File: src/rtl/sdf_fifo.sv
// Two-entry output buffer that decouples the pipeline from the result channel.
module sdf_fifo #(
   parameter int WIDTH = 8
) (
   input  logic             clock,
   input  logic             reset,
   input  logic             push,
   input  logic [WIDTH-1:0] push_data,
   input  logic             pop,
   output logic             out_valid,
   output logic [WIDTH-1:0] out_data,
   output logic             full
);

   logic [WIDTH-1:0] mem [2];
   logic             wr_ptr_ff;
   logic             rd_ptr_ff;
   logic [1:0]       count_ff;

   // Storage write.
   always_ff @(posedge clock) begin
      if (push) begin
         mem[wr_ptr_ff] <= push_data;
      end
   end

   // Pointers and fill count.
   always_ff @(posedge clock) begin
      if (reset) begin
         wr_ptr_ff <= 1'b0;
         rd_ptr_ff <= 1'b0;
         count_ff  <= 2'd0;
      end else begin
         if (push) begin
            wr_ptr_ff <= ~wr_ptr_ff;
         end
         if (pop) begin
            rd_ptr_ff <= ~rd_ptr_ff;
         end
         if (push && !pop) begin
            count_ff <= count_ff + 2'd1;
         end else if (pop && !push) begin
            count_ff <= count_ff - 2'd1;
         end
      end
   end

   assign out_valid = (count_ff != 2'd0);
   assign out_data  = mem[rd_ptr_ff];
   assign full      = count_ff[1];

endmodule

File: config.mk
export PLATFORM = sky130hd
export DESIGN_NAME = sdf_fifo
export DESIGN_NICKNAME = d
export VERILOG_FILES = /design/src/rtl/sdf_fifo.sv
export SDC_FILE = /design/constraint.sdc
export NUM_CORES = 1
export LEC_CHECK = 0
export BUFFER_PORTS_ARGS = -buffer_cell sky130_fd_sc_hd__buf_2
export CAP_MARGIN = 20
export CORE_AREA = 2 2 42 48
export CTS_BUF_LIST = sky130_fd_sc_hd__clkbuf_2 sky130_fd_sc_hd__clkbuf_4 sky130_fd_sc_hd__clkbuf_8
export DETAILED_ROUTE_END_ITERATION = 6
export DIE_AREA = 0 0 44 50
export PLACE_DENSITY = 0.74
export SYNTH_ARGS = -nofsm -noshare
export SYNTH_HDL_FRONTEND = slang
export SYNTH_SLANG_ARGS = --single-unit
File: constraint.sdc
create_clock -name clock -period 1.2 [get_ports clock]
set_input_delay 0.12 -clock clock [delete_from_list [all_inputs] [get_ports clock]]
set_output_delay 0.12 -clock clock [all_outputs]
set_load 0.05 [all_outputs]
==> impl_metrics.yaml <==
cells_and_area:
  multi_input_area_um2: 236.5
  fin_util: 0.6831
  area_growth_pct: 51.37
  nFillCells: 109
  diodes: 0
  seq_area_um2: 584.3
  nets: 94
  drive_gt1_frac: 0.5625
  finalNonFillerCells: 98
yosys:
  ys_types: 15
  synth-seq-cells: 21
  postSynthAreaPerCell_um2: 16.89
  syn_inst: 46
  yosysWarnings: 0
  syn_area_um2: 777.0
  ys_seq_area_frac: 0.7472
  synth_nets: 59
timing:
  hold_viol: 0
  skew_ns: 0.005643
  rsz0062_at_grt: "yes"
  final-setup-viol-count: 8
  fin_tns_setup_ns: -1.204
  post-route-min-period_ns: 1.353
  finalCritPeriodShare: 1.128
  max_freq_ghz: 0.7390
  finalWorstSetupSlack_ns: -0.1532
  slew_viol_final: 0
  tightest_slew_ns: 0.3914
  relSlewSlack: 0.7391
critical_path:
  crit_required_ns: 1.08
  crit_family: "flip-flops"
  slowest_delay_ns: 0.36
  crit_path_max_fanout: 8
  critical-path-slowest-cell: "dfxtp_2"
  startpoint_type: "flop"
  critPathBufInv: 2
  worstSetupPathType: "flop to output port"
  path_cells: "buf_12, mux2_4, buf_8"
  end_kind: "output port"
  critPathArrivalTime_ns: 1.23
floorplanning:
  die_h_um: 50
  die_w_um: 44
  die-area_mm2: 0.002200
  fp.coreArea_mm2: 0.001722
  rows: 16
  io_pins: 22
  initial_core_util: 0.4513
drt:
  firstDrtPassIters: 3
  drt-wirelength-per-cell_um: 12.93
  vias_per_cell: 4.816
  drc: 0
  drt_wl_total_um: 1267
  vias: 472
  ant_nets: 0
  drtIter0Drc: 3
run:
  maxCapViolCount: 0
clock_network:
  numCtsBuffers: 3
  clkTransAtPathRegs_ns: 0.11
  clock-root-buffer: "clkbuf_4"
  h-tree-depth: 1
  cts_sinks: 21
  cts_max_path_buffers: 2
  cts_tree: "built"
  clock_latency_ns: 0.28
power:
  ir_drop_mv: 1.090
  total_power_uw: 1727
  power_density_mw_per_mm2: 1468
  p_leak_uw: 0.0004882
worst_hold_path:
  hp-class: "primary input to flop"
outcome:
  status: "complete, but fails checks"
  violations: "negative setup slack"
global_routing:
  grt_pass1_wl_um: 1938
  grt_max_degree: 12
  grtUsageTotal: 0.1229
  antenna_found_initial: 0
  grt_pass1_vias: 462
  gr-total-overflow: 0
placement:
  dp_cells: 86
  dp_slack_ns: 0.05881
  place.gp.congestion: 0.6173
  io_buffers: 21
-- report_power, final --
group	internal [uW]	leakage [uW]	switching [uW]
logic	256	0.000277	271
registers	842	0.000193	21.5
clock network	151	0.0000184	185
total	1250	0.000488	478
-- cells by family (layout without fill, tap and decap cells) --
kind of cell    Yosys count  count (layout)  synth area share
mux                       8               8            0.1159
compound gates            2               2           0.01287
simple gates              8               8           0.05154
xor+xnor                  4               4           0.04510
flops                    21              21            0.7472
buf+inv                   2              36           0.01126
fa+ha+maj                 1               1           0.01610
-- state kept, by name, summed over array words and instances (netlist names), named ones only --
| signal | flops |
|---|---|
| count_ff | 2 |
| mem | 16 |
| wr_ptr_ff | 1 |
| rd_ptr_ff | 1 |
-- cell type report --
class,instances,share of cell area
Timing Repair Buffer,31,0.2543
Sequential cell,21,0.4968
Inverter,1,0.003191
Clock buffer,4,0.02553
Tap cell,18,0.01915
Multi-Input combinational cell,23,0.2011
-- worst paths after layout --
check,endpoint,startpoint,slack [ns],cells past startpoint
worst max register to register,count_ff[1]$_SDFFE_PP0P_,count_ff[0]$_SDFFE_PP0P_,0.04,4
worst min-delay path,mem[0][7]$_DFFE_PP_,push_data[7],0.03,1
worst max-delay path,out_data[6],flop,-0.15,3
worst min register to register,rd_ptr_ff$_SDFFE_PP0P_,rd_ptr_ff$_SDFFE_PP0P_,0.53,2
-- cells in the mapped netlist (all sizes together) --
cell,instances,share of area
edfxtp,16,0.62
mux2,8,0.12
dfxtp,5,0.13
nor2,4,0.019
xnor2,2,0.023
xor2,2,0.023
a21oi,1,0.0064
and2,1,0.0081
buf,1,0.0064
ha,1,0.016
inv,1,0.0048
nor2b,1,0.0081
o21ai,1,0.0064
or2,1,0.0081
or3,1,0.0081
-- worst reg2reg max path, stage by stage (launching register included) --
cell and delay [ns]:
dfxtp_2 0.34, buf_6 0.11, xor2_2 0.14, or3_4 0.38, a21oi_2 0.13
-- metal layers --
metal | global-route usage | share of wire | vias up | wire length (um)
met5 | 0 | 0 | - | 0
met4 | 0.04545 | 0 | 0 | 0
met3 | 0.03297 | 0.052 | 0 | 66
met2 | 0.2083 | 0.54 | 13 | 678
met1 | 0.1452 | 0.41 | 224 | 522
li1 | - | - | 235 | -
-- cell usage in the layout (no fill, tap or decap), drive strengths merged --
cell and instances:
edfxtp 16, ha 1, mux2 8, inv 1, nor2b 1, buf 26
o21ai 1, and2 1, dlygate4sd3 5, a21oi 1, clkbuf 4, dfxtp 5
or3 1, or2 1, xnor2 2, xor2 2, nor2 4
-- per-stage QoR --
stage          hold slack [ns]  area, um^2
5_1_grt                0.01378        1176
4_1_cts              0.0009482        1119
2_1_floorplan           0.1891       777.0
3_3_place_gp            0.3083       927.1
3_5_place_dp            0.3123       927.1
6_report               0.03429        1176
-- what timing repair did --
item,CTS,global route
endpoints found under the hold margin,3,6
gates cloned,0,0
pin swaps,0,3
setup buffers,2,1
resized for setup,39,4
hold buffers,2,3
endpoints found under the setup margin,9,9
Power figures use the tool's default switching activity.
