[config.mk]
export PLATFORM = sky130hd
export DESIGN_NAME = sdf_sqrt
export DESIGN_NICKNAME = d
export VERILOG_FILES = /design/src/rtl/sdf_sqrt.sv
export SDC_FILE = /design/constraint.sdc
export NUM_CORES = 1
export LEC_CHECK = 0
export ABC_AREA = 1
export BUFFER_PORTS_ARGS = -buffer_cell sky130_fd_sc_hd__buf_2
export CAP_MARGIN = 20
export CORE_ASPECT_RATIO = 1.4
export CORE_MARGIN = 8
export CORE_UTILIZATION = 60
export DETAILED_ROUTE_END_ITERATION = 8
export PLACE_DENSITY = 0.75
export SLEW_MARGIN = 40
export SYNTH_ARGS = -nofsm -noshare
export SYNTH_HDL_FRONTEND = slang
export SYNTH_SLANG_ARGS = --single-unit
[constraint.sdc]
create_clock -name clock -period 5.9 [get_ports clock]
set_input_delay 0.885 -clock clock [delete_from_list [all_inputs] [get_ports clock]]
set_output_delay 0.885 -clock clock [all_outputs]
set_load 0.05 [all_outputs]
[src/rtl/sdf_sqrt.sv]
// Pipelined integer square root, one result bit per register stage.
module sdf_sqrt #(
   parameter int IN_W   = 34,
   parameter int SIDE_W = 8
) (
   input  logic                clock,
   input  logic                reset,
   input  logic                enable,
   input  logic                in_valid,
   input  logic [IN_W-1:0]     in_radicand,
   input  logic [SIDE_W-1:0]   in_side,
   output logic                out_valid,
   output logic [IN_W/2-1:0]   out_root,
   output logic [SIDE_W-1:0]   out_side
);

   localparam int OUT_W = IN_W / 2;

   logic [IN_W-1:0]   rem_ff   [OUT_W];
   logic [IN_W-1:0]   root_ff  [OUT_W];
   logic [SIDE_W-1:0] side_ff  [OUT_W];
   logic              valid_ff [OUT_W];

   for (genvar s = 0; s < OUT_W; s++) begin : g_stage
      localparam int K = OUT_W - 1 - s;

      logic [IN_W-1:0]   rem_cur;
      logic [IN_W-1:0]   root_cur;
      logic [SIDE_W-1:0] side_cur;
      logic              valid_cur;
      logic [IN_W-1:0]   test;

      if (s == 0) begin : g_first
         assign rem_cur   = in_radicand;
         assign root_cur  = '0;
         assign side_cur  = in_side;
         assign valid_cur = in_valid;
      end else begin : g_next
         assign rem_cur   = rem_ff[s-1];
         assign root_cur  = root_ff[s-1];
         assign side_cur  = side_ff[s-1];
         assign valid_cur = valid_ff[s-1];
      end

      // Growth of the square when bit K is set in the root.
      assign test = (root_cur << (K + 1)) + (IN_W'(1) << (2 * K));

      // Keep the bit when the remainder still covers the growth.
      always_ff @(posedge clock) begin
         if (enable) begin
            if (rem_cur >= test) begin
               rem_ff[s]  <= rem_cur - test;
               root_ff[s] <= root_cur | (IN_W'(1) << K);
            end else begin
               rem_ff[s]  <= rem_cur;
               root_ff[s] <= root_cur;
            end
            side_ff[s] <= side_cur;
         end
      end

      always_ff @(posedge clock) begin
         if (reset) begin
            valid_ff[s] <= 1'b0;
         end else if (enable) begin
            valid_ff[s] <= valid_cur;
         end
      end
   end

   assign out_valid = valid_ff[OUT_W-1];
   assign out_root  = root_ff[OUT_W-1][OUT_W-1:0];
   assign out_side  = side_ff[OUT_W-1];

endmodule

==> impl_metrics.json <==
{
  "seqPwrFrac": 0.485,
  "final_nets": 5024,
  "diodes": 0,
  "critPathCaptureType": "flop",
  "rows": 117,
  "synth_edf_count": 850,
  "die_height_um": 337,
  "hpwl_um": 84400,
  "hold_buffers": 0,
  "syn2layout_area_growth_pct": 9.46,
  "final_common_cell": "nand2_1",
  "numPortBuffers": 71,
  "power_leakage_nw": 21.1,
  "period_needed_ps": 2790,
  "critPathMaxFanout": 13,
  "synth_cell_types": 52,
  "grt_pass1_wl_um": 167000,
  "yosysSeqAreaShare": 0.579,
  "synth_top_area_frac": 0.579,
  "core_mm2": 0.0728,
  "drt_drc_violations_left": 0,
  "setup_violations": 0,
  "post_cts_buffers": 0,
  "firstDrtPassIters": 6,
  "final-hold-violation-count": 0,
  "initial_utilization": 0.606,
  "routedWlPerCell_um": 18.5,
  "ys.flop_type": "edfxtp_1",
  "num_io_pins": 72,
  "status": "complete, no violations",
  "viasPerCell": 5.41,
  "globalRouteOverflowTotal": 0,
  "p_comb_frac": 0.185,
  "tightest_slew_ps": 898,
  "ant_nets": 0,
  "cellPowerDensity_mw_per_mm2": 337,
  "fin_crit_sh": 0.473,
  "ir_worst_vdd_v": 0.000296,
  "final_cells": 5827,
  "clkSinkCount": 850,
  "root_buffer": "clkbuf_16",
  "syn_inst": 4693,
  "drv_cap": 0,
  "clock_power_share": 0.330,
  "critPathKind": "flop to flop",
  "slew_violations": 0,
  "cp.required_ps": 6280,
  "synthTopCellsByArea": "edfxtp_1 58%, nand2_1 11%, inv_1 6.5%",
  "cts_resized": 0,
  "worstSetupStartpointType": "flop",
  "layout_common_cells": "1307 x nand2_1, 850 x edfxtp_1, 766 x inv_1, 482 x nor2_1, 278 x nand3_1",
  "place_congestion": 0.942,
  "vias": 31500,
  "numCtsBuffers": 82,
  "postLayoutCoreUtil": 0.664,
  "hold_class": "flop to flop",
  "ys_ff_latch": 850,
  "grt_pass1_vias": 31100,
  "syn_area_mm2": 0.0441,
  "placedCellCount": 5678,
  "synth_area_per_cell_um2": 9.40,
  "max_freq_mhz": 359,
  "fill_cells": 5787,
  "final_layout_size_suffix_gt1_frac": 0.0661,
  "fin_tns_setup_ps": 0,
  "syn_nets": 4906,
  "clkTransAtPathRegs_ps": 70,
  "async_flop_share": 0,
  "dieArea_mm2": 0.0826,
  "swShare": 0.293,
  "cts_tree": "built",
  "clk_latency_ps": 660,
  "slew_headroom": 0.395,
  "h-tree-depth": 3,
  "rsz0062_at_grt": "false",
  "crit_arrival_ps": 3170,
  "first_iter_violations": 2041,
  "routed_wl_um": 108000,
  "fin_worst_skew_ps": 37.3,
  "grt_use_total": 0.260,
  "yosys.area.top_type": "edfxtp_1",
  "grt_start_max_net_pins": 179,
  "intPower_mw": 11.5,
  "synth_warnings": 0,
  "antenna_found_initial": 0,
  "cts_buffer_depth": 3,
  "die_w_um": 245,
  "switchingPower_mw": 4.77
}
[cells in the mapped netlist (18+ instances only)]
cell type  instances
nand2_2           21
o21ai_0           89
nand4_1          112
nor2_1           482
nand3_1          278
a21oi_1          128
clkbuf_1          19
ha_1             167
edfxtp_1         850
nor3_1            72
nor2_2            19
o21ai_1           18
xor2_1            76
xnor2_1           61
inv_1            766
nand3b_1          30
o21ai_2           25
nor4_1            32
nand2_1         1307
[routing by layer]
layer  GRT usage  up-vias  part of all wire  wire (µm)
met3      0.0314      308             0.040       4340
met4       0.142        0             0.057       6200
li1            -    15700                 -          -
met1       0.285    14600              0.38      40700
met5           0        -                 0          0
met2       0.484      863              0.53      56800
[state kept, by name, summed over array words and instances, names as in the netlist]
signal and flops:
rem_ff 544, side_ff 136, valid_ff 17, root_ff 153
[critical path: stages (launching register included)]
cell,delay [ps]
edfxtp_1,410
ha_1,410
a21oi_1,230
o21ai_0,130
nand2_1,100
nand2_1,50
nor2_1,580
nand2_2,350
xor2_1,220
inv_1,50
[final timing paths]
| check | startpoint | end | slack (ps) | cells after the start |
|---|---|---|---|---|
| setup reg to reg | rem_ff[8][19] | rem_ff[9][14] | 3110 | 9 |
| hold reg to reg | side_ff[0][103] | side_ff[0][111] | 400 | 0 |
| setup / recovery | rem_ff[8][19] | rem_ff[9][14] | 3110 | 9 |
| hold / removal | side_ff[0][103] | side_ff[0][111] | 400 | 0 |
[layout make-up]
type                       count  area (µm²)  share of cell area
sequential                   850       25500               0.529
multi-input combinational   3016       15400               0.318
inverter                     777        2920              0.0604
clock buffer                  92        2110              0.0437
tap                          952        1190              0.0247
clock inverter                56         658              0.0136
timing repair buffer          84         533              0.0110
[through the flow]
| step | power [mW] | hold slack [ps] | cell area (µm²) | setup WS, ps |
|---|---|---|---|---|
| final | 16.3 | 398 | 48300 | 3110 |
| after global placement | 10.9 | 400 | 45500 | 2930 |
| after global routing | 17.0 | 377 | 48300 | 2910 |
| after detailed placement | 11.0 | 405 | 45500 | 2860 |
| after floorplan | 10.0 | 400 | 44100 | 3050 |
| after CTS | 16.3 | 371 | 48300 | 3120 |
[power by group through the flow]
stage | Combinational, mW | Clock, mW | Sequential (mW)
6_report | 3.01 | 5.37 | 7.88
4_1_cts | 3.00 | 5.47 | 7.88
5_1_grt | 3.40 | 5.67 | 7.92
3_5_place_dp | 2.98 | 0 | 7.99
3_3_place_gp | 2.95 | 0 | 7.99
2_1_floorplan | 2.23 | 0 | 7.78
[kinds of logic (layout without fill, tap and decap cells)]
logic type | Yosys count | after routing | share of synthesized area
compound gates | 301 | 301 | 0.0388
xor+xnor | 137 | 137 | 0.0272
fa+ha+maj | 167 | 167 | 0.0474
buf+inv | 827 | 1009 | 0.0735
flops | 850 | 850 | 0.579
simple gates | 2411 | 2411 | 0.235
No activity file was read; power rests on OpenSTA's default activity.
